## src/tsst_pkg.sv

```systemverilog
// Package for the TCP send sequence tracker: codes, reset values and the
// transaction and configuration structs shared by every file of the block.
// Depends on nothing.
`timescale 1ns / 1ps
`default_nettype none

package tsst_pkg;

  localparam int DEF_SEND_BUF_BYTES = 4096;

  localparam int CFG_IDX_W  = 2;
  localparam int CFG_DATA_W = 32;

  localparam logic [15:0] MSS_RESET    = 16'd536;
  localparam logic [15:0] WINDOW_VALUE = 16'd1024;
  localparam logic [31:0] ISN_RESET    = 32'd0;

  typedef enum logic [2:0] {
    ACT_WRITE    = 3'd0,
    ACT_SEND_SYN = 3'd1,
    ACT_SEND_FIN = 3'd2,
    ACT_TRANSMIT = 3'd3,
    ACT_ACK_IN   = 3'd4,
    ACT_SEND_ACK = 3'd5
  } action_e;

  typedef enum logic [CFG_IDX_W-1:0] {
    CFG_MSS         = 2'd0,
    CFG_LOCAL_PORT  = 2'd1,
    CFG_REMOTE_PORT = 2'd2,
    CFG_ISN         = 2'd3
  } cfg_reg_e;

  typedef struct packed {
    logic [2:0]  action;
    logic [15:0] write_len;
    logic [31:0] ack_number;
    logic [31:0] recv_next;
    logic        peer_syn_seen;
  } cmd_item_t;

  typedef struct packed {
    logic        segment_valid;
    logic [15:0] src_port;
    logic [15:0] dst_port;
    logic [31:0] seg_seq;
    logic [31:0] seg_ack;
    logic        flag_syn;
    logic        flag_ack;
    logic        flag_fin;
    logic [15:0] window;
    logic [12:0] data_offset;
    logic [12:0] data_len;
    logic [12:0] accepted_len;
  } seg_item_t;

  typedef struct packed {
    logic [15:0] mss;
    logic [15:0] src_port_num;
    logic [15:0] dst_port_num;
    logic        isn_load;
    logic [31:0] isn_value;
  } cfg_t;

endpackage

`default_nettype wire

```

## src/tsst_if.sv

```systemverilog
// Valid/ready channel interfaces for the command and segment transactions.
// Depends on tsst_pkg.
`timescale 1ns / 1ps
`default_nettype none

interface tsst_cmd_if
  import tsst_pkg::*;
  ();
  logic      valid;
  logic      ready;
  cmd_item_t data;

  modport source (output valid, output data, input ready);
  modport sink (input valid, input data, output ready);
endinterface

interface tsst_seg_if
  import tsst_pkg::*;
  ();
  logic      valid;
  logic      ready;
  seg_item_t data;

  modport source (output valid, output data, input ready);
  modport sink (input valid, input data, output ready);
endinterface

`default_nettype wire

```

## src/tcp_send_sequence_tracker_top.sv

```systemverilog
// Top level of the TCP send sequence tracker: command input register,
// result register and handshakes. Depends on tsst_pkg, tsst_if,
// tsst_cfg_regs and tsst_engine.
`timescale 1ns / 1ps
`default_nettype none

// This block keeps the send-side sequence state of one TCP connection and
// answers every command transaction on cmd with exactly one result
// transaction on result. A command is first captured in an input register;
// once the result register is free or drains, the engine evaluates it
// against the connection state, updates that state and loads the result
// register. The result is therefore offered from the result register once
// its command has left the input register. Throughput is one command per
// cycle while results are taken; the only loop is the state register update. The
// input register takes a new command whenever it is empty or its contents
// move on in the same cycle, so while a result waits on result one more
// command can still be captured; after that cmd.ready stays low until the
// result is taken. Configuration writes
// are taken at any cycle with cfg_we high; they are meant for idle periods.
// Writing the initial sequence register reloads both the oldest
// unacknowledged and the next-to-send sequence numbers. A result whose
// segment_valid is low carries zeros except for accepted_len.

module tcp_send_sequence_tracker_top
  import tsst_pkg::*;
#(
  parameter int SEND_BUF_BYTES = DEF_SEND_BUF_BYTES
) (
  input  wire logic                  clk,
  input  wire logic                  rst,
  input  wire logic                  cfg_we,
  input  wire logic [CFG_IDX_W-1:0]  cfg_index,
  input  wire logic [CFG_DATA_W-1:0] cfg_data,
  tsst_cmd_if.sink                   cmd,
  tsst_seg_if.source                 result
);

  cfg_t      cfg;
  logic      in_valid;
  cmd_item_t in_data;
  logic      out_valid;
  seg_item_t out_data;
  seg_item_t seg;
  logic      advance;

  // The held command moves on when the result register is free or drains.
  assign advance   = in_valid && (!out_valid || result.ready);
  assign cmd.ready = !in_valid || advance;

  tsst_cfg_regs u_cfg_regs (
    .clk       (clk),
    .rst       (rst),
    .cfg_we    (cfg_we),
    .cfg_index (cfg_index),
    .cfg_data  (cfg_data),
    .cfg       (cfg)
  );

  tsst_engine #(
    .SEND_BUF_BYTES (SEND_BUF_BYTES)
  ) u_engine (
    .clk     (clk),
    .rst     (rst),
    .cfg     (cfg),
    .advance (advance),
    .item    (in_data),
    .seg     (seg)
  );

  always_ff @(posedge clk) begin
    if (rst) begin
      in_valid <= 1'b0;
    end else if (cmd.ready) begin
      in_valid <= cmd.valid;
    end
  end

  always_ff @(posedge clk) begin
    if (cmd.ready && cmd.valid) begin
      in_data <= cmd.data;
    end
  end

  always_ff @(posedge clk) begin
    if (rst) begin
      out_valid <= 1'b0;
    end else if (advance) begin
      out_valid <= 1'b1;
    end else if (result.ready) begin
      out_valid <= 1'b0;
    end
  end

  always_ff @(posedge clk) begin
    if (advance) begin
      out_data <= seg;
    end
  end

  assign result.valid = out_valid;
  assign result.data  = out_data;

`ifndef SYNTHESIS
  // A held command that cannot move on must still be there next cycle.
  a_hold_cmd: assert property (@(posedge clk) disable iff (rst)
    in_valid && !advance |=> in_valid && $stable(in_data))
    else $error("held command lost or changed");

  a_empty_header: assert property (@(posedge clk) disable iff (rst)
    out_valid && !out_data.segment_valid |->
      out_data.seg_seq == 32'd0 && out_data.seg_ack == 32'd0 &&
      !out_data.flag_syn && !out_data.flag_ack && !out_data.flag_fin &&
      out_data.data_len == 13'd0 && out_data.window == 16'd0)
    else $error("result without segment carries header fields");

  a_write_no_segment: assert property (@(posedge clk) disable iff (rst)
    out_valid && out_data.accepted_len != 13'd0 |-> !out_data.segment_valid)
    else $error("write result also carries a segment");

  a_window: assert property (@(posedge clk) disable iff (rst)
    out_valid && out_data.segment_valid |-> out_data.window == WINDOW_VALUE)
    else $error("segment with wrong window");
`endif

endmodule

`default_nettype wire

```

## src/tsst_cfg_regs.sv

```systemverilog
// Configuration register file: MSS and port numbers, plus the load strobe
// for the initial sequence number. Depends on tsst_pkg.
`timescale 1ns / 1ps
`default_nettype none

module tsst_cfg_regs
  import tsst_pkg::*;
(
  input  wire logic                  clk,
  input  wire logic                  rst,
  input  wire logic                  cfg_we,
  input  wire logic [CFG_IDX_W-1:0]  cfg_index,
  input  wire logic [CFG_DATA_W-1:0] cfg_data,
  output cfg_t                       cfg
);

  logic [15:0] mss;
  logic [15:0] src_port_num;
  logic [15:0] dst_port_num;

  always_ff @(posedge clk) begin
    if (rst) begin
      mss          <= MSS_RESET;
      src_port_num <= 16'd0;
      dst_port_num <= 16'd0;
    end else if (cfg_we) begin
      unique case (cfg_reg_e'(cfg_index))
        CFG_MSS:         mss <= cfg_data[15:0];
        CFG_LOCAL_PORT:  src_port_num <= cfg_data[15:0];
        CFG_REMOTE_PORT: dst_port_num <= cfg_data[15:0];
        CFG_ISN: begin
          // The sequence value goes straight into the tracker state.
        end
        default: begin
        end
      endcase
    end
  end

  always_comb begin
    cfg.mss          = mss;
    cfg.src_port_num = src_port_num;
    cfg.dst_port_num = dst_port_num;
    cfg.isn_load     = cfg_we && (cfg_reg_e'(cfg_index) == CFG_ISN);
    cfg.isn_value    = cfg_data[31:0];
  end

endmodule

`default_nettype wire

```

## src/tsst_engine.sv

```systemverilog
// Sequence state of the connection and the combinational logic that turns
// one command into its result and next state. Depends on tsst_pkg.
`timescale 1ns / 1ps
`default_nettype none

module tsst_engine
  import tsst_pkg::*;
#(
  parameter int SEND_BUF_BYTES = DEF_SEND_BUF_BYTES
) (
  input  wire logic      clk,
  input  wire logic      rst,
  input  wire cfg_t      cfg,
  input  wire logic      advance,
  input  wire cmd_item_t item,
  output seg_item_t      seg
);

  localparam int BW = $clog2(SEND_BUF_BYTES + 1);
  localparam int CW = BW + 16;
  localparam logic [BW-1:0] BUF_MAX = BW'(SEND_BUF_BYTES);

  logic [31:0]   oldest_unacked, oldest_unacked_next;
  logic [31:0]   next_to_send, next_to_send_next;
  logic [BW-1:0] buffered_count, buffered_count_next;
  logic          syn_pending, syn_pending_next;
  logic          fin_pending, fin_pending_next;

  // Transmit path.
  logic               syn_eff, fin_eff;
  logic [31:0]        doff;
  logic signed [33:0] dlen_raw, mss_ext, dlen;
  logic               tx_ok;
  logic [31:0]        nts_tx;

  // Acknowledge path.
  logic [31:0]   ou_base, ack_cnt, unacked, cur;
  logic          cur_pos, cur_gt_bc;
  logic [BW-1:0] removed;

  // Write path.
  logic [BW-1:0] space_left;
  logic [CW-1:0] wlen_ext, free_ext, wr;

  always_comb begin
    syn_eff  = syn_pending || (item.action == ACT_SEND_SYN);
    fin_eff  = fin_pending || (item.action == ACT_SEND_FIN);
    doff     = next_to_send - oldest_unacked;
    dlen_raw = $signed({{(34-BW){1'b0}}, buffered_count}) - $signed({{2{doff[31]}}, doff});
    mss_ext  = $signed({18'd0, cfg.mss});
    dlen     = (dlen_raw > mss_ext) ? mss_ext : dlen_raw;
    tx_ok    = !dlen[33];
    nts_tx   = next_to_send + dlen[31:0] + {31'd0, syn_eff} + {31'd0, fin_eff};

    ou_base   = oldest_unacked + {31'd0, syn_pending};
    ack_cnt   = item.ack_number - ou_base;
    unacked   = next_to_send - ou_base;
    cur       = ($signed(ack_cnt) > $signed(unacked)) ? unacked : ack_cnt;
    cur_pos   = !cur[31] && (cur != 32'd0);
    cur_gt_bc = cur > {{(32-BW){1'b0}}, buffered_count};
    removed   = cur_gt_bc ? buffered_count : cur[BW-1:0];

    space_left = BUF_MAX - buffered_count;
    wlen_ext   = {{BW{1'b0}}, item.write_len};
    free_ext   = {16'd0, space_left};
    wr         = (wlen_ext > free_ext) ? free_ext : wlen_ext;
  end

  always_comb begin
    oldest_unacked_next = oldest_unacked;
    next_to_send_next   = next_to_send;
    buffered_count_next = buffered_count;
    syn_pending_next    = syn_pending;
    fin_pending_next    = fin_pending;
    seg                 = '0;

    unique case (item.action)
      ACT_WRITE: begin
        buffered_count_next = buffered_count + wr[BW-1:0];
        seg.accepted_len    = wr[12:0];
      end
      ACT_SEND_SYN, ACT_SEND_FIN, ACT_TRANSMIT: begin
        syn_pending_next = syn_eff;
        fin_pending_next = fin_eff;
        if (tx_ok) begin
          next_to_send_next = nts_tx;
          seg.segment_valid = 1'b1;
          seg.src_port      = cfg.src_port_num;
          seg.dst_port      = cfg.dst_port_num;
          seg.seg_seq       = next_to_send;
          seg.seg_ack       = item.recv_next;
          seg.flag_syn      = syn_eff;
          seg.flag_ack      = item.peer_syn_seen;
          seg.flag_fin      = fin_eff;
          seg.window        = WINDOW_VALUE;
          seg.data_offset   = doff[12:0];
          seg.data_len      = dlen[12:0];
        end
      end
      ACT_ACK_IN: begin
        oldest_unacked_next = ou_base;
        syn_pending_next    = 1'b0;
        if (cur_pos) begin
          oldest_unacked_next = ou_base + cur;
          buffered_count_next = buffered_count - removed;
          // Anything acknowledged beyond the buffered data covers the FIN.
          if (cur_gt_bc) begin
            fin_pending_next = 1'b0;
          end
        end
      end
      ACT_SEND_ACK: begin
        seg.segment_valid = 1'b1;
        seg.src_port      = cfg.src_port_num;
        seg.dst_port      = cfg.dst_port_num;
        seg.seg_seq       = next_to_send;
        seg.seg_ack       = item.recv_next;
        seg.flag_syn      = syn_pending;
        seg.flag_ack      = 1'b1;
        seg.window        = WINDOW_VALUE;
      end
      default: begin
      end
    endcase
  end

  always_ff @(posedge clk) begin
    if (rst) begin
      oldest_unacked <= ISN_RESET;
      next_to_send   <= ISN_RESET;
      buffered_count <= '0;
      syn_pending    <= 1'b0;
      fin_pending    <= 1'b0;
    end else if (cfg.isn_load) begin
      oldest_unacked <= cfg.isn_value;
      next_to_send   <= cfg.isn_value;
    end else if (advance) begin
      oldest_unacked <= oldest_unacked_next;
      next_to_send   <= next_to_send_next;
      buffered_count <= buffered_count_next;
      syn_pending    <= syn_pending_next;
      fin_pending    <= fin_pending_next;
    end
  end

endmodule

`default_nettype wire

```

## src/flat_wrapper.sv

```systemverilog
// flat-port wrapper written by rule: the top's interface ports become plain ports
module tcp_send_sequence_tracker_top_flat import tsst_pkg::*;
#(
  parameter int SEND_BUF_BYTES = DEF_SEND_BUF_BYTES
)
  (clk, rst, cfg_we, cfg_index, cfg_data, cmd_valid, cmd_data, cmd_ready, result_valid, result_data, result_ready);
  tsst_cmd_if cmd_i ();
  tsst_seg_if result_i ();
  input  wire logic clk;
  input  wire logic rst;
  input  wire logic cfg_we;
  input  wire logic [CFG_IDX_W-1:0] cfg_index;
  input  wire logic [CFG_DATA_W-1:0] cfg_data;
  input wire logic [$bits(cmd_i.valid)-1:0] cmd_valid;
  input wire logic [$bits(cmd_i.data)-1:0] cmd_data;
  output wire logic [$bits(cmd_i.ready)-1:0] cmd_ready;
  output wire logic [$bits(result_i.valid)-1:0] result_valid;
  output wire logic [$bits(result_i.data)-1:0] result_data;
  input wire logic [$bits(result_i.ready)-1:0] result_ready;
  assign cmd_i.valid = cmd_valid;
  assign cmd_i.data = cmd_data;
  assign cmd_ready = cmd_i.ready;
  assign result_valid = result_i.valid;
  assign result_data = result_i.data;
  assign result_i.ready = result_ready;
  tcp_send_sequence_tracker_top #(.SEND_BUF_BYTES(SEND_BUF_BYTES)) u_core (.clk(clk), .rst(rst), .cfg_we(cfg_we), .cfg_index(cfg_index), .cfg_data(cfg_data), .cmd(cmd_i), .result(result_i));
endmodule
```

## config.mk

```make
export PLATFORM = sky130hd
export DESIGN_NAME = tcp_send_sequence_tracker_top_flat
export DESIGN_NICKNAME = d
export VERILOG_FILES = /design/src/tsst_pkg.sv /design/src/tsst_if.sv /design/src/tcp_send_sequence_tracker_top.sv /design/src/tsst_cfg_regs.sv /design/src/tsst_engine.sv /design/src/flat_wrapper.sv
export SDC_FILE = /design/constraint.sdc
export NUM_CORES = 1
export LEC_CHECK = 0
export BUFFER_PORTS_ARGS = -buffer_cell sky130_fd_sc_hd__buf_2
export CORE_ASPECT_RATIO = 1.2
export CORE_MARGIN = 2
export CORE_UTILIZATION = 30
export DETAILED_ROUTE_END_ITERATION = 8
export RECOVER_POWER = 25
export SLEW_MARGIN = 20
export SYNTH_ARGS = -nofsm -noshare
export SYNTH_HDL_FRONTEND = slang
export SYNTH_SLANG_ARGS = --single-unit
export TNS_END_PERCENT = 1
```

## constraint.sdc

```tcl
create_clock -name clk -period 10.8 [get_ports clk]
set_input_delay 1.62 -clock clk [delete_from_list [all_inputs] [get_ports clk]]
set_output_delay 1.62 -clock clk [all_outputs]
set_load 0.03 [all_outputs]
```

==> impl_metrics.tcl <==
set metrics [dict create \
    status "finished with violations" \
    violations "capacitance limit, slew limit, setup timing" \
    holdPathEnd "u_core.u_cfg_regs.dst_port_num[6]" \
    cts_tree "done" \
    finalNetCount 4183 \
    hpwl_mm 74.5 \
    r2r-start "u_core.u_engine.oldest_unacked[0]" \
    netlist_area_sq_um 27600 \
    min_delay_path_depth 2 \
    gp_congestion 0.965 \
    cpMostUsedCell "buf_4" \
    setup_ws_ps -126 \
    yosysMostFrequentCell "nor2_1" \
    cts_htree_levels 2 \
    wire_per_inst_um 18.3 \
    max_stage_delay_ps 430 \
    drt_iter0_markers 1709 \
    first_pass_iters 8 \
    rsz0062_at_grt "true" \
    synth_top_area_share_pct 24.2 \
    switching_share_pct 45.2 \
    leakage_uw 0.0152 \
    synthFlopType "edfxtp_1" \
    synth_area_per_cell_sq_um 8.79 \
    grt_pass1_vias 24738 \
    grt_start_max_net_pins 82 \
    fmax_ghz 0.0915 \
    synth_area_leaders "edfxtp_1 24%, ha_1 11%, dfxtp_1 9.3%" \
    num_antenna_cells 0 \
    tightest_slew_ps 3050 \
    post-route-drc-count 0 \
    path_clk_slew_ps 60 \
    synth_cell_types 104 \
    grt_usage_pct 19.0 \
    power_density_nw_per_um2 281 \
    root_buffer "clkbuf_16" \
    cp-start-kind "flop" \
    cp_slowest_cell "or3_4" \
    ant_nets 0 \
    viasPerCell 5.06 \
    synth_cells 3147 \
    vias 25684 \
    peakVddDrop_mv 0.132 \
    n_fill_cell 9274 \
    die_area_sq_um 94600 \
    place_area_sq_um 33400 \
    whs_ps 448 \
    p_clk_share_pct 13.7 \
    io_pins 280 \
    crit_family "compound AO/OA/AOI/OAI gates" \
    core_area_sq_um 91700 \
    switchingPower_uw 4510 \
    multi_input_area_sq_um 17800 \
    worst-r2r-setup-slack_ps -130 \
    period_share_pct 101 \
    cts-buffers-inserted 39 \
    endpoint_kind "flop" \
    hold_class "flop to flop" \
    ys_warn_count 0 \
    async_flop_share_pct 0 \
    grt_pass1_wl_mm 140 \
    path_class "flop to flop" \
    area_growth_pct 28.6 \
    clockBufferDepth 3 \
    cp_num_buf_inv 16 \
    ys_ff_latch 352 \
    crit_fanout 5 \
    pwr-share-comb_pct 70.1 \
    maxCapViolCount 3 \
    cts_sinks 352 \
    synth_common_cells "316 x nor2_1, 292 x nand2_1, 243 x ha_1" \
    skew_ps 23.1 \
    antenna_found_initial 0 \
    grt.overflow.total 0 \
    clk_latency_ps 600 \
    r2r-end "u_core.u_engine.buffered_count[6]" \
    die_height_um 337 \
    yosysSeqAreaShare_pct 33.6 \
    hold_start "u_core.u_cfg_regs.dst_port_num[6]" \
    finalSetupViolations 2 \
    synth.largest_area_cell "edfxtp_1" \
    rows 122 \
    drive_gt1_share_pct 25.4 \
    p_int_uw 5470 \
    seqPwrFrac_pct 16.2 \
    finalInstanceArea_sq_um 35600 \
    seq_area_sq_um 9280 \
    wl_mm 92.7 \
    hold_viol_final 0 \
    initial_utilization_pct 30.1 \
    synth_edf_count 223 \
    maxSlewHeadroom_pct -103 \
    report.final.slew_viol_count 123 \
    portBuffers 264 \
    die_w_um 281 \
    cp.required_ps 11260 \
    cp.arrival_ps 11380 \
    layout_min_cycle_time_ps 10930 \
    reg2reg_depth 66 \
]
-- power groups by stage --
stage | combinational [uW] | clock [uW] | sequential (uW)
after detailed placement | 6580 | 0 | 1640
after global placement | 6520 | 0 | 1640
final | 7000 | 1370 | 1620
after floorplan | 4130 | 0 | 1680
after global routing | 7650 | 1460 | 1620
after CTS | 6780 | 1410 | 1610
-- logic make-up after synthesis --
logic type / synth area share, %
buffers and inverters: 4.94
AOI/OAI and AO/OA: 18.8
and+or+nand+nor: 19.6
adders and majority gates: 12.5
xor gates and xnor gates: 8.37
DFF: 33.6
muxes: 2.21
other: 0.0136
-- metrics by stage --
stage / power, uW / std cells / setup slack (ps) / setup TNS [ps] / utilization [%]
2_1_floorplan: 5810 / 3161 / 33.7 / 0 / -
3_3_place_gp: 8160 / 4964 / -607 / -3660 / 36.4
3_5_place_dp: 8220 / 4964 / -815 / -6040 / 36.4
4_1_cts: 9800 / 5062 / -104 / -228 / 38.3
5_1_grt: 10700 / 5080 / -714 / -4980 / 38.8
6_report: 9980 / 5080 / -126 / -219 / 38.8
-- cells in the final DEF, fill, tap and decap left out, types with 34 or more instances in the layout --
cell type,instances
buf_2,238
mux2i_1,35
nor2_1,310
ha_1,237
edfxtp_1,223
a21o_1,55
clkbuf_16,39
nand2_1,290
and2_1,125
o21ai_0,113
o211ai_1,41
a21oi_1,200
and3_1,34
xor2_1,65
dfxtp_1,127
nor3_1,53
buf_4,464
nand4_1,38
inv_1,206
xnor2_1,150
nand3_1,53
-- tightest hold or removal path, stage by stage (launching register included) --
cell,delay [ps]
dfxtp_1,300
nand2_1,50
a21oi_1,50
-- how the worst max path moves through the flow --
stage	start	to	slack [ps]	cells after the start
after floorplan	u_core.u_engine.syn_pending	u_core.u_engine.buffered_count[12]	30	65
after CTS	u_core.u_engine.oldest_unacked[0]	u_core.u_engine.buffered_count[12]	-100	62
after detailed placement	u_core.u_engine.next_to_send[0]	u_core.u_engine.next_to_send[28]	-820	61
after global routing	u_core.u_engine.oldest_unacked[0]	u_core.u_engine.buffered_count[12]	-710	65
after global placement	u_core.u_engine.next_to_send[0]	u_core.u_engine.next_to_send[30]	-610	60
final	u_core.u_engine.oldest_unacked[0]	u_core.u_engine.buffered_count[6]	-130	66
-- state kept, by name, summed over array words and instances (netlist names) --
name                            count
u_core.result.data                139
u_core.in_data                     84
u_core.u_engine.next_to_send       32
u_core.u_engine.oldest_unacked     32
u_core.u_cfg_regs.dst_port_num     16
u_core.u_cfg_regs.mss              16
u_core.u_cfg_regs.src_port_num     16
u_core.u_engine.buffered_count     13
u_core.in_valid                     1
u_core.result.valid                 1
u_core.u_engine.fin_pending         1
u_core.u_engine.syn_pending         1
-- cell type report --
class                      instances  area share, %
inverter                         210           2.22
timing repair buffer             735           13.7
clock buffer                      52           3.05
tap                             1240           4.36
multi-input combinational       2471           50.0
clock inverter                    20          0.574
sequential                       352           26.1
-- layer usage --
| layer | GRT usage (%) | up-vias | share of wire, % |
|---|---|---|---|
| met5 | 0 | - | 0 |
| met4 | 8.60 | 0 | 4.7 |
| met3 | 2.00 | 164 | 4.9 |
| met2 | 32.5 | 654 | 47 |
| met1 | 24.0 | 12168 | 43 |
| li1 | - | 12698 | - |
-- timing repair --
action                                  CTS  global route
gates resized for setup                  61            82
pin swaps                                60            68
cloned                                    0             1
setup buffers                            26            17
endpoints found under the setup margin   17            32
hold buffers                              0             0
Power figures use the tool's default switching activity.
